## src/hw/rtl/prt_pkg.sv

```systemverilog
// shared types and constants for the per-source replay filter
`default_nettype none
package prt_pkg;

  localparam int TABLE_ENTRIES = 16;
  localparam int IDX_W = (TABLE_ENTRIES > 1) ? $clog2(TABLE_ENTRIES) : 1;
  localparam int CNT_W = $clog2(TABLE_ENTRIES + 1);
  localparam logic [31:0] STALE_MS_RESET = 32'd900000;

  typedef enum logic [2:0] {
    OC_UPDATE       = 3'd0,
    OC_REBOOT       = 3'd1,
    OC_REPLAY_DROP  = 3'd2,
    OC_FREE_INSERT  = 3'd3,
    OC_STALE_EVICT  = 3'd4,
    OC_OLDEST_EVICT = 3'd5,
    OC_FULL_DROP    = 3'd6
  } outcome_t;

  typedef struct packed {
    logic [7:0]  source_address;
    logic [31:0] peer_nonce;
    logic [31:0] msg_counter;
    logic [31:0] now_ms;
    logic        trusted;
  } in_t;

  typedef struct packed {
    logic        accept;
    logic [2:0]  outcome;
    logic [6:0]  peak_used;
    logic [31:0] eviction_count;
    logic [31:0] stale_eviction_count;
    logic [31:0] full_drop_count;
  } out_t;

  typedef struct packed {
    logic        valid;
    logic [7:0]  source;
    logic [31:0] nonce;
    logic [31:0] counter;
    logic [31:0] seen;
  } entry_t;

  typedef struct packed {
    logic [CNT_W-1:0] used;
    logic             match_f;
    logic [IDX_W-1:0] match_idx;
    logic [31:0]      match_nonce;
    logic [31:0]      match_counter;
    logic             empty_f;
    logic [IDX_W-1:0] empty_idx;
    logic             oldest_f;
    logic [IDX_W-1:0] oldest_idx;
    logic [31:0]      oldest_time;
    logic             stale_f;
    logic [IDX_W-1:0] stale_idx;
    logic [31:0]      stale_time;
  } scan_t;

endpackage
`default_nettype wire

```

## src/hw/rtl/prt_cell.sv

```systemverilog
// one table slot of the rotating entry ring
`default_nettype none
module prt_cell (
  input  logic            clk,
  input  logic            rst_n,
  input  logic            shift,
  input  logic            wr,
  input  prt_pkg::entry_t prev,
  input  prt_pkg::entry_t wr_data,
  output prt_pkg::entry_t q
);
  import prt_pkg::*;

  entry_t q_r;

  always_ff @(posedge clk) begin
    if (!rst_n) begin
      q_r <= '0;
    end else if (wr) begin
      q_r <= wr_data;
    end else if (shift) begin
      q_r <= prev;
    end
  end

  assign q = q_r;

endmodule
`default_nettype wire

```

## src/hw/rtl/prt_scan.sv

```systemverilog
// accumulates match, free, oldest and stale picks as entries pass the ring head
`default_nettype none
module prt_scan (
  input  logic                      clk,
  input  logic                      clear,
  input  logic                      step,
  input  logic [prt_pkg::IDX_W-1:0] idx,
  input  prt_pkg::entry_t           head,
  input  prt_pkg::in_t              item,
  input  logic [31:0]               stale_ms,
  output prt_pkg::scan_t            res
);
  import prt_pkg::*;

  scan_t res_r, res_nxt;
  logic [31:0] age;
  logic [31:0] d_old;
  logic [31:0] d_stale;

  assign age     = item.now_ms - head.seen;
  assign d_old   = head.seen - res_r.oldest_time;
  assign d_stale = head.seen - res_r.stale_time;

  always_comb begin
    res_nxt = res_r;
    if (clear) begin
      res_nxt = '0;
    end else if (step && !res_r.match_f) begin
      if (!head.valid) begin
        if (!res_r.empty_f) begin
          res_nxt.empty_f   = 1'b1;
          res_nxt.empty_idx = idx;
        end
      end else begin
        res_nxt.used = res_r.used + CNT_W'(1);
        if (head.source == item.source_address) begin
          res_nxt.match_f       = 1'b1;
          res_nxt.match_idx     = idx;
          res_nxt.match_nonce   = head.nonce;
          res_nxt.match_counter = head.counter;
        end else begin
          if (!res_r.oldest_f || d_old[31]) begin
            res_nxt.oldest_f    = 1'b1;
            res_nxt.oldest_idx  = idx;
            res_nxt.oldest_time = head.seen;
          end
          if (age >= stale_ms && (!res_r.stale_f || d_stale[31])) begin
            res_nxt.stale_f    = 1'b1;
            res_nxt.stale_idx  = idx;
            res_nxt.stale_time = head.seen;
          end
        end
      end
    end
  end

  always_ff @(posedge clk) begin
    res_r <= res_nxt;
  end

  assign res = res_r;

endmodule
`default_nettype wire

```

## src/hw/rtl/per_source_replay_filter.sv

```systemverilog
// top level of the per-source replay filter
// Each transaction runs from start to the result strobe in three steps: the
// item is captured, the entry ring rotates every slot past the scan logic in
// turn, and the chosen slot is decided and written. busy stays high until the
// decision cycle is done; the result strobe appears in the cycle after it and
// cannot be held. The stale_ms register takes a write only while the block is
// idle; cfg_ready is low while busy is high.
`default_nettype none
module per_source_replay_filter (
  input  logic          clk,
  input  logic          rst_n,
  input  logic          start,
  output logic          busy,
  input  prt_pkg::in_t  in_item,
  output logic          out_valid,
  output prt_pkg::out_t out_result,
  input  logic          cfg_valid,
  output logic          cfg_ready,
  input  logic [31:0]   cfg_data
);
  import prt_pkg::*;

  typedef enum logic [2:0] {
    ST_IDLE = 3'b001,
    ST_SCAN = 3'b010,
    ST_UPD  = 3'b100
  } state_t;

  state_t           state_r, state_nxt;
  logic [IDX_W-1:0] cnt_r, cnt_nxt;
  in_t              item_r;
  logic [31:0]      stale_ms_r;
  logic [6:0]       peak_r, peak_nxt;
  logic [31:0]      evict_r, evict_nxt;
  logic [31:0]      evict_stale_r, evict_stale_nxt;
  logic [31:0]      drop_full_r, drop_full_nxt;
  logic             out_valid_r;
  out_t             out_r, out_nxt;

  entry_t           cell_q [TABLE_ENTRIES];
  entry_t           wr_data;
  logic             wr_en;
  logic [IDX_W-1:0] wr_idx;
  scan_t            scan;
  logic             accept_item;
  logic [CNT_W-1:0] used_fin;
  logic             free_ins;

  assign accept_item = start && (state_r == ST_IDLE);
  assign busy        = (state_r != ST_IDLE);
  assign cfg_ready   = (state_r == ST_IDLE);

  for (genvar k = 0; k < TABLE_ENTRIES; k++) begin : g_cell
    prt_cell u_cell (
      .clk     (clk),
      .rst_n   (rst_n),
      .shift   (state_r == ST_SCAN),
      .wr      (wr_en && (wr_idx == IDX_W'(k))),
      .prev    (cell_q[(k + 1) % TABLE_ENTRIES]),
      .wr_data (wr_data),
      .q       (cell_q[k])
    );
  end

  prt_scan u_scan (
    .clk      (clk),
    .clear    (accept_item),
    .step     (state_r == ST_SCAN),
    .idx      (cnt_r),
    .head     (cell_q[0]),
    .item     (item_r),
    .stale_ms (stale_ms_r),
    .res      (scan)
  );

  always_comb begin
    state_nxt       = state_r;
    cnt_nxt         = cnt_r;
    peak_nxt        = peak_r;
    evict_nxt       = evict_r;
    evict_stale_nxt = evict_stale_r;
    drop_full_nxt   = drop_full_r;
    out_nxt         = out_r;
    wr_en           = 1'b0;
    wr_idx          = scan.match_idx;
    free_ins        = 1'b0;
    wr_data.valid   = 1'b1;
    wr_data.source  = item_r.source_address;
    wr_data.nonce   = item_r.peer_nonce;
    wr_data.counter = item_r.msg_counter;
    wr_data.seen    = item_r.now_ms;
    out_nxt.accept  = 1'b0;
    out_nxt.outcome = OC_UPDATE;
    case (state_r)
      ST_IDLE: begin
        cnt_nxt = '0;
        if (start) begin
          state_nxt = ST_SCAN;
        end
      end
      ST_SCAN: begin
        cnt_nxt = cnt_r + IDX_W'(1);
        if (cnt_r == IDX_W'(TABLE_ENTRIES - 1)) begin
          state_nxt = ST_UPD;
        end
      end
      ST_UPD: begin
        state_nxt = ST_IDLE;
        if (scan.match_f) begin
          if (scan.match_nonce == item_r.peer_nonce &&
              item_r.msg_counter <= scan.match_counter) begin
            out_nxt.outcome = OC_REPLAY_DROP;
          end else begin
            out_nxt.accept  = 1'b1;
            out_nxt.outcome = (scan.match_nonce != item_r.peer_nonce &&
                               scan.match_nonce != 32'd0) ? OC_REBOOT : OC_UPDATE;
            wr_en = 1'b1;
          end
        end else if (scan.empty_f) begin
          free_ins        = 1'b1;
          out_nxt.accept  = 1'b1;
          out_nxt.outcome = OC_FREE_INSERT;
          wr_en           = 1'b1;
          wr_idx          = scan.empty_idx;
        end else if (scan.stale_f) begin
          out_nxt.accept  = 1'b1;
          out_nxt.outcome = OC_STALE_EVICT;
          wr_en           = 1'b1;
          wr_idx          = scan.stale_idx;
          evict_nxt       = evict_r + 32'd1;
          evict_stale_nxt = evict_stale_r + 32'd1;
        end else if (item_r.trusted && scan.oldest_f) begin
          out_nxt.accept  = 1'b1;
          out_nxt.outcome = OC_OLDEST_EVICT;
          wr_en           = 1'b1;
          wr_idx          = scan.oldest_idx;
          evict_nxt       = evict_r + 32'd1;
        end else begin
          out_nxt.outcome = OC_FULL_DROP;
          drop_full_nxt   = drop_full_r + 32'd1;
        end
        if (7'(used_fin) > peak_r) begin
          peak_nxt = 7'(used_fin);
        end
        out_nxt.peak_used            = peak_nxt;
        out_nxt.eviction_count       = evict_nxt;
        out_nxt.stale_eviction_count = evict_stale_nxt;
        out_nxt.full_drop_count      = drop_full_nxt;
      end
      default: begin
        state_nxt = ST_IDLE;
      end
    endcase
  end

  assign used_fin = scan.used + CNT_W'(free_ins);

  always_ff @(posedge clk) begin
    if (!rst_n) begin
      state_r       <= ST_IDLE;
      cnt_r         <= '0;
      stale_ms_r    <= STALE_MS_RESET;
      peak_r        <= '0;
      evict_r       <= '0;
      evict_stale_r <= '0;
      drop_full_r   <= '0;
      out_valid_r   <= 1'b0;
    end else begin
      state_r       <= state_nxt;
      cnt_r         <= cnt_nxt;
      peak_r        <= peak_nxt;
      evict_r       <= evict_nxt;
      evict_stale_r <= evict_stale_nxt;
      drop_full_r   <= drop_full_nxt;
      out_valid_r   <= (state_r == ST_UPD);
      if (cfg_valid && cfg_ready) begin
        stale_ms_r <= cfg_data;
      end
    end
  end

  always_ff @(posedge clk) begin
    if (accept_item) begin
      item_r <= in_item;
    end
    if (state_r == ST_UPD) begin
      out_r <= out_nxt;
    end
  end

  assign out_valid  = out_valid_r;
  assign out_result = out_r;

endmodule
`default_nettype wire
```

## config.mk

```make
export PLATFORM = sky130hd
export DESIGN_NAME = per_source_replay_filter
export DESIGN_NICKNAME = d
export VERILOG_FILES = /design/src/hw/rtl/prt_pkg.sv /design/src/hw/rtl/prt_cell.sv /design/src/hw/rtl/prt_scan.sv /design/src/hw/rtl/per_source_replay_filter.sv
export SDC_FILE = /design/constraint.sdc
export NUM_CORES = 2
export LEC_CHECK = 0
export BUFFER_PORTS_ARGS = -buffer_cell sky130_fd_sc_hd__buf_2
export CORE_MARGIN = 1.5
export CORE_UTILIZATION = 57
export CTS_CLUSTER_SIZE = 30
export DETAILED_ROUTE_END_ITERATION = 16
export PLACE_DENSITY = 0.77
export SLEW_MARGIN = 20
export SYNTH_ARGS = -nofsm -noshare
export SYNTH_HDL_FRONTEND = slang
export SYNTH_SLANG_ARGS = --single-unit
export TNS_END_PERCENT = 20
```

## constraint.sdc

```tcl
create_clock -name clk -period 7.9 [get_ports clk]
set_input_delay 0.395 -clock clk [delete_from_list [all_inputs] [get_ports clk]]
set_output_delay 0.395 -clock clk [all_outputs]
set_load 0.1 [all_outputs]
```

Yosys cells after proc, flatten, opt, wreduce, memory -nomap -nowiden
Cells that the tools add are included.
{ "word_totals": {"register_bits": 2188, "input_bits": 141, "output_inout_bits": 110, "wordCells": 274} }
{ "op_classes": {"n_addsub": 9, "n_lt_le_gt_ge": 3, "eq_ne": 25, "muxes": 68, "bitwise_logic": 3, "n_reduce_logical": 54} }
{ "op_table": {"columns": ["operator", "count"], "rows": [
  ["105-bit 2-to-1 mux", 32],
  ["32-bit 2-to-1 mux", 11],
  ["32-bit by 1-bit adder with 32-bit output, second input constant", 3],
  ["32-bit subtractor", 3],
  ["4-bit == test, second input constant", 9],
  ["2-bit nonzero test", 17],
  ["32-bit == test", 1],
  ["32-bit greater-or-equal comparator", 1],
  ["32-bit less-or-equal comparator", 1],
  ["4-bit 2-to-1 mux", 8],
  ["32-bit != test", 1],
  ["32-bit nonzero test", 1],
  ["1-bit logical AND", 23],
  ["4-bit by 3-bit == test with 1-bit output, second input constant", 4],
  ["1-bit 2-to-1 mux", 10],
  ["4-bit by 2-bit == test with 1-bit output, second input constant", 2],
  ["8-bit == test", 1],
  ["4-bit one-hot mux with 2 select lines", 1],
  ["4-bit AND reduction", 2],
  ["5-bit by 7-bit > comparator with 1-bit output", 1],
  ["7-bit 2-to-1 mux", 1],
  ["3-bit 2-to-1 mux", 2],
  ["3-bit one-hot mux with 2 select lines", 1],
  ["2-bit AND reduction", 3],
  ["15 further kinds", 23]
]} }

Longest topological paths before layout
{ "depth": {"word_depth": 9, "ltp_mapped": 25, "mapped_depth_nobuf": 21} }

Modules after synthesis
A second synthesis with hierarchy kept.
{ "hier_totals": {"hier_cells": 10030, "area_unflattened_um2": 113187.3} }
{ "modules_own_cells": {"columns": ["module", "instances", "cells_per_inst", "area_each_um2", "seq_area_each_um2"], "rows": [
  ["prt_cell", 16, 467, 5479.0, 2102.0],
  ["per_source_replay_filter", 1, 1422, 15702.6, 9228.9],
  ["prt_scan", 1, 1136, 9820.7, 3062.9]
]} }

Worst setup path before layout
No wires, ideal clock.
{ "synth_timing": {"path_kind": "reg2reg", "start": "reg state_r[2]", "end": "reg peak_r[0]", "setup_ps": 128, "arrival_ps": 7485, "t_required_ps": 7772, "setup_slack_ps": 288, "stages_incl_launch_ff": 17, "n_path_buf": 3, "synth_period_minus_slack_ps": 7612, "cell_sequence": "dfxtp_1 or3b_1 inv_1 clkbuf_1 buf_1 and3_1 ha_1 ha_1 nand3_1 xnor2_1 ha_1 and4_1 a2111oi_1 and2_1 clkbuf_1 mux2i_1 nor2_1"} }
{ "synth_via": {"elab_chain_cells": 5} }
{ "synth_rtl": {"columns": ["item", "line_no", "rtl"], "rows": [
  ["from (decl)", "per_source_replay_filter.sv:29", "state_t state_r, state_nxt;"],
  ["from (signal assigned)", "per_source_replay_filter.sv:169", "state_r <= state_nxt;"],
  ["3-bit == test *", "per_source_replay_filter.sv:94", "case (state_r)"],
  ["1-bit 2-to-1 mux", "per_source_replay_filter.sv:94", null],
  ["5-bit by 1-bit adder with 5-bit output", "per_source_replay_filter.sv:156", "assign used_fin = scan.used + CNT_W'(free_ins);"],
  ["5-bit by 7-bit > comparator with 1-bit output", "per_source_replay_filter.sv:142", "if (7'(used_fin) > peak_r) begin"],
  ["7-bit 2-to-1 mux", "per_source_replay_filter.sv:142", null],
  ["to (signal assigned)", "per_source_replay_filter.sv:171", "peak_r <= peak_nxt;"],
  ["to (decl)", "per_source_replay_filter.sv:33", "logic [6:0] peak_r, peak_nxt;"]
]} }
Mark *: on every way between the ends. The rest lies on a longest branch, timed or not.
A chain may end at the register's enable or synchronous reset.

Final worst setup path
{ "layout_timing": {"start": "reg item_r[1] (netlist bit)", "end": "reg u_scan.res_r, in the netlist u_scan.res[34]"} }
{ "layout_via": {"elab_chain_cells": 4} }
{ "layout_rtl": {"columns": ["item", "line_no", "rtl"], "rows": [
  ["from (decl)", "per_source_replay_filter.sv:31", "in_t item_r;"],
  ["from (signal assigned)", "per_source_replay_filter.sv:184", "item_r <= in_item;"],
  ["32-bit subtractor", "prt_scan.sv:20", "assign age = item.now_ms - head.seen;"],
  ["32-bit greater-or-equal comparator", "prt_scan.sv:47", "if (age >= stale_ms && (!res_r.stale_f || d_stale[31])) begin"],
  ["1-bit logical AND", "prt_scan.sv:47", null],
  ["4-bit AND reduction (no line)", null, null],
  ["to (signal assigned)", "prt_scan.sv:58", "res_r <= res_nxt;"],
  ["to (decl)", "prt_scan.sv:15", "scan_t res_r, res_nxt;"]
]} }
Every way passes these cells.

==> out/qor.txt <==
Worst hold start - rst_n
Number of synthesized register bits - 2188
EDFF count, synth - 212
CP startpoint kind - flop
Hpwl dp - 138.9 mm
Synthesis-to-finish area growth - 10.16%
Critical path's largest stage delay - 800 ps
TritonCTS buffer count - 216
Vias/cell - 6.105
Clock skew - 48.51 ps
Average cell area after synthesis - 8.284 sq um
R2r worst-path depth - 21
WL final - 253.0 mm
CTS tree - built
WP buf/inv - 3
Vias - 82500
Worst-Margin Slew - 1347 ps
Antenna-violating nets left - 0
R2r startpoint - item_r[1]$_DFFE_PP_
Slowest CP cell - nor2_4
Largest net degree at the start of global routing - 252
# placed instances - 12970
Number of fill cells in the layout - 13560
Syn_nets - 11930
Leakage - 36.83 nW
Clock transition at path regs - 60 ps
Status - complete, no violations
Clock root buffer - clkbuf_16
Cell Count, Final, Fillers Out - 13510
Power Density - 218.7 nW/um^2
Setup violations, final - 0
FF-to-FF setup slack - 2060 ps
Crit path to - u_scan.res[34]$_SDFFE_PP0P_
CORE AREA - 167400 sq um
Clk sinks - 2188
Total die area - 171400 sq um
Final cycle utilization of the critical path - 73.98%
Area after DPL - 96970 sq um
CP Depth - 21
Tightest Hold Check Type - in -> reg
Die height - 413.9 um
Crit path cell chain - buf_4, inv_1, ha_1, inv_1, fa_1, a211oi_1, o21ai_0, o31a_1, a21oi_1, a31o_2, nand2_1, a31oi_1, xnor2_1, ha_1, nand4_1, nor4_1, o221ai_1, o2111ai_1, nand3_1, nor2_4, o21ai_0
Ys async rst share - 0%
Final Critical Period - 5844 ps
Final slew viol count - 0
Primary FF master, synth - dfxtp_1
DRC viols - 0
Worst Path Arrival - 6530 ps
Crit. Startpoint - item_r[1]$_DFFE_PP_
Rows - 150
Worst setup EP type - flop
Initial Util - 57.50%
Final Cell Area - 106000 sq um
Total Nets Final - 11430
Vias in the first global route - 76930
Buffers on Ports - 250
CP Max Fanout - 35
Total GRT Usage - 28.43%
GR Overflow Total - 0
Layout cell share with drive strength beyond 1 - 6.624%
Initial DRC count - 9479
Crit path kind - reg -> reg
Initial antenna violation count - 4
Fmax achieved - 0.1711 GHz
Mapped Area - 96260 sq um
Slew headroom - 10.21%
Post-CTS Setup Repair Bufs - 0
Worst skew pair latency - 880 ps
Hold Slack - 108.9 ps
Cell family with most CP delay - compound AO/OA/AOI/OAI gates
Post-Syn Instances - 11620
Count of final hold-check violations - 0
YS warnings - 0
RSZ-0062 raised after global routing - no
I/O pin cnt - 251
Worst Path Required - 8590 ps
Max Cap Viol - 0
Worst R2R End - u_scan.res[34]$_SDFFE_PP0P_
H-tree levels - 4
Detailed Routing Iterations Pass 1 - 6
Drt wl/cell - 18.72 um
Peak VDD IR - 0.2628 mV
Fin Setup TNS - 0 ps
First-pass GRT wire length - 406.3 mm
Seq/Total Area, Yosys - 47.71%
Die X-Extent - 413.9 um
Clock Tree Buf Depth - 3
Synth cell types - 71
GP Congestion - 0.8465
-- cell usage after synthesis, drive strengths merged (131+ instances only) --
| cell type | n | share of area (%) |
|---|---|---|
| inv | 183 | 0.71 |
| buf | 301 | 1.5 |
| a21oi | 221 | 1.1 |
| edfxtp | 212 | 6.6 |
| nand3 | 144 | 0.75 |
| a311oi | 1324 | 12 |
| nand2 | 3018 | 12 |
| xor2 | 131 | 1.2 |
| nor2 | 1753 | 6.8 |
| ha | 167 | 2.2 |
| mux2i | 262 | 2.7 |
| dfxtp | 1976 | 41 |
| clkbuf | 909 | 3.5 |
| a211oi | 190 | 1.5 |
-- routing by layer --
layer | share of wire, % | GRT usage (%) | up-vias
li1 | - | - | 39360
met1 | 44 | 39.93 | 39540
met2 | 46 | 45.21 | 3139
met3 | 7.5 | 3.998 | 456
met4 | 2.5 | 8.923 | 4
met5 | 0.0091 | 0 | -
-- per-stage QoR --
step	setup WS (ps)	util, %	total power, mW
2_1_floorplan	288.0	-	12.15
3_3_place_gp	1843	57.90	12.39
3_5_place_dp	2190	57.92	12.40
4_1_cts	2093	63.32	23.30
5_1_grt	1571	63.34	23.83
6_report	2056	63.34	23.19
-- sequential cells by signal, indices dropped and copies added, names as in the netlist --
register / flops
stale_ms_r: 32
evict_stale_r: 32
out_valid: 1
u_scan.res: 153
evict_r: 32
state_r: 3
peak_r: 7
cnt_r: 4
g_cell.u_cell.q: 1680
item_r: 105
out_result: 107
drop_full_r: 32
-- cells in the final DEF (no fill, tap or decap), drive strengths merged, types with 189 or more instances in the layout --
master	synthesis	routed
dfxtp	1976	1976
nor2	1753	1753
nand2	3018	3018
inv	183	189
edfxtp	212	212
a21oi	221	221
buf	301	356
mux2i	262	262
a311oi	1324	1324
a211oi	190	190
clkbuf	909	318
-- layout make-up --
class | instances | area (sq um) | area share [%]
clock inverter | 87 | 1267 | 1.195
multi-input combinational | 8039 | 44990 | 42.43
clock buffer | 318 | 6397 | 6.033
tap | 2204 | 2758 | 2.601
sequential | 2188 | 45920 | 43.31
inverter | 183 | 706.9 | 0.6667
timing repair buffer | 493 | 3990 | 3.763
antenna | 1 | 2.502 | 0.002360
-- timing repair --
action                                 4_1_cts  5_1_grt
hold buffers                               137        0
setup endpoints to repair                    0        0
gates resized for setup                      0        0
endpoints found under the hold margin      137        0
-- logic make-up (layout without fill, tap and decap cells) --
family | Yosys count | after routing | synth area share (%)
and+or+nand+nor | 5141 | 5141 | 20.88
DFF | 2188 | 2188 | 47.71
buffers and inverters | 1393 | 1081 | 5.798
xor gates and xnor gates | 245 | 245 | 2.229
muxes | 266 | 266 | 2.771
other | 0 | 1 | 0
AOI/OAI and AO/OA | 2219 | 2219 | 18.43
adders and majority gates | 168 | 168 | 2.191
-- worst min-delay path by stage --
stage / endpoint / slack, ps / cells past startpoint
after CTS: u_scan.res[35]$_SDFFE_PP0P_ / 130 / 5
after global placement: g_cell[8].u_cell.q[35]$_SDFFE_PN0P_ / 440 / 2
after floorplan: u_scan.res[0]$_SDFFE_PP0P_ / 430 / 2
final: stale_ms_r[13]$_SDFFE_PN1P_ / 110 / 2
after global routing: stale_ms_r[18]$_SDFFE_PN1P_ / 120 / 2
after detailed placement: g_cell[8].u_cell.q[48]$_SDFFE_PN0P_ / 450 / 2
-- worst reg2reg max path, cell delays in order, from the launching register on --
cell and delay [ps]:
edfxtp_1 350, buf_4 210, inv_1 80, ha_1 180, inv_1 70, fa_1 460
a211oi_1 210, o21ai_0 190, o31a_1 330, a21oi_1 430, a31o_2 250, nand2_1 80
a31oi_1 200, xnor2_1 100, ha_1 290, nand4_1 140, nor4_1 400, o221ai_1 180
o2111ai_1 270, nand3_1 180, nor2_4 800, o21ai_0 260
-- where the power goes --
part / leakage, nW / switching, mW / internal [mW] / total [mW]
Sequential: 17.9 / 0.186 / 11.3 / 11.4
Combinational: 15.2 / 0.559 / 0.227 / 0.787
Clock: 3.75 / 4.57 / 6.39 / 11.0
Total: 36.8 / 5.32 / 17.9 / 23.2
(Power assumes the default switching activity.)
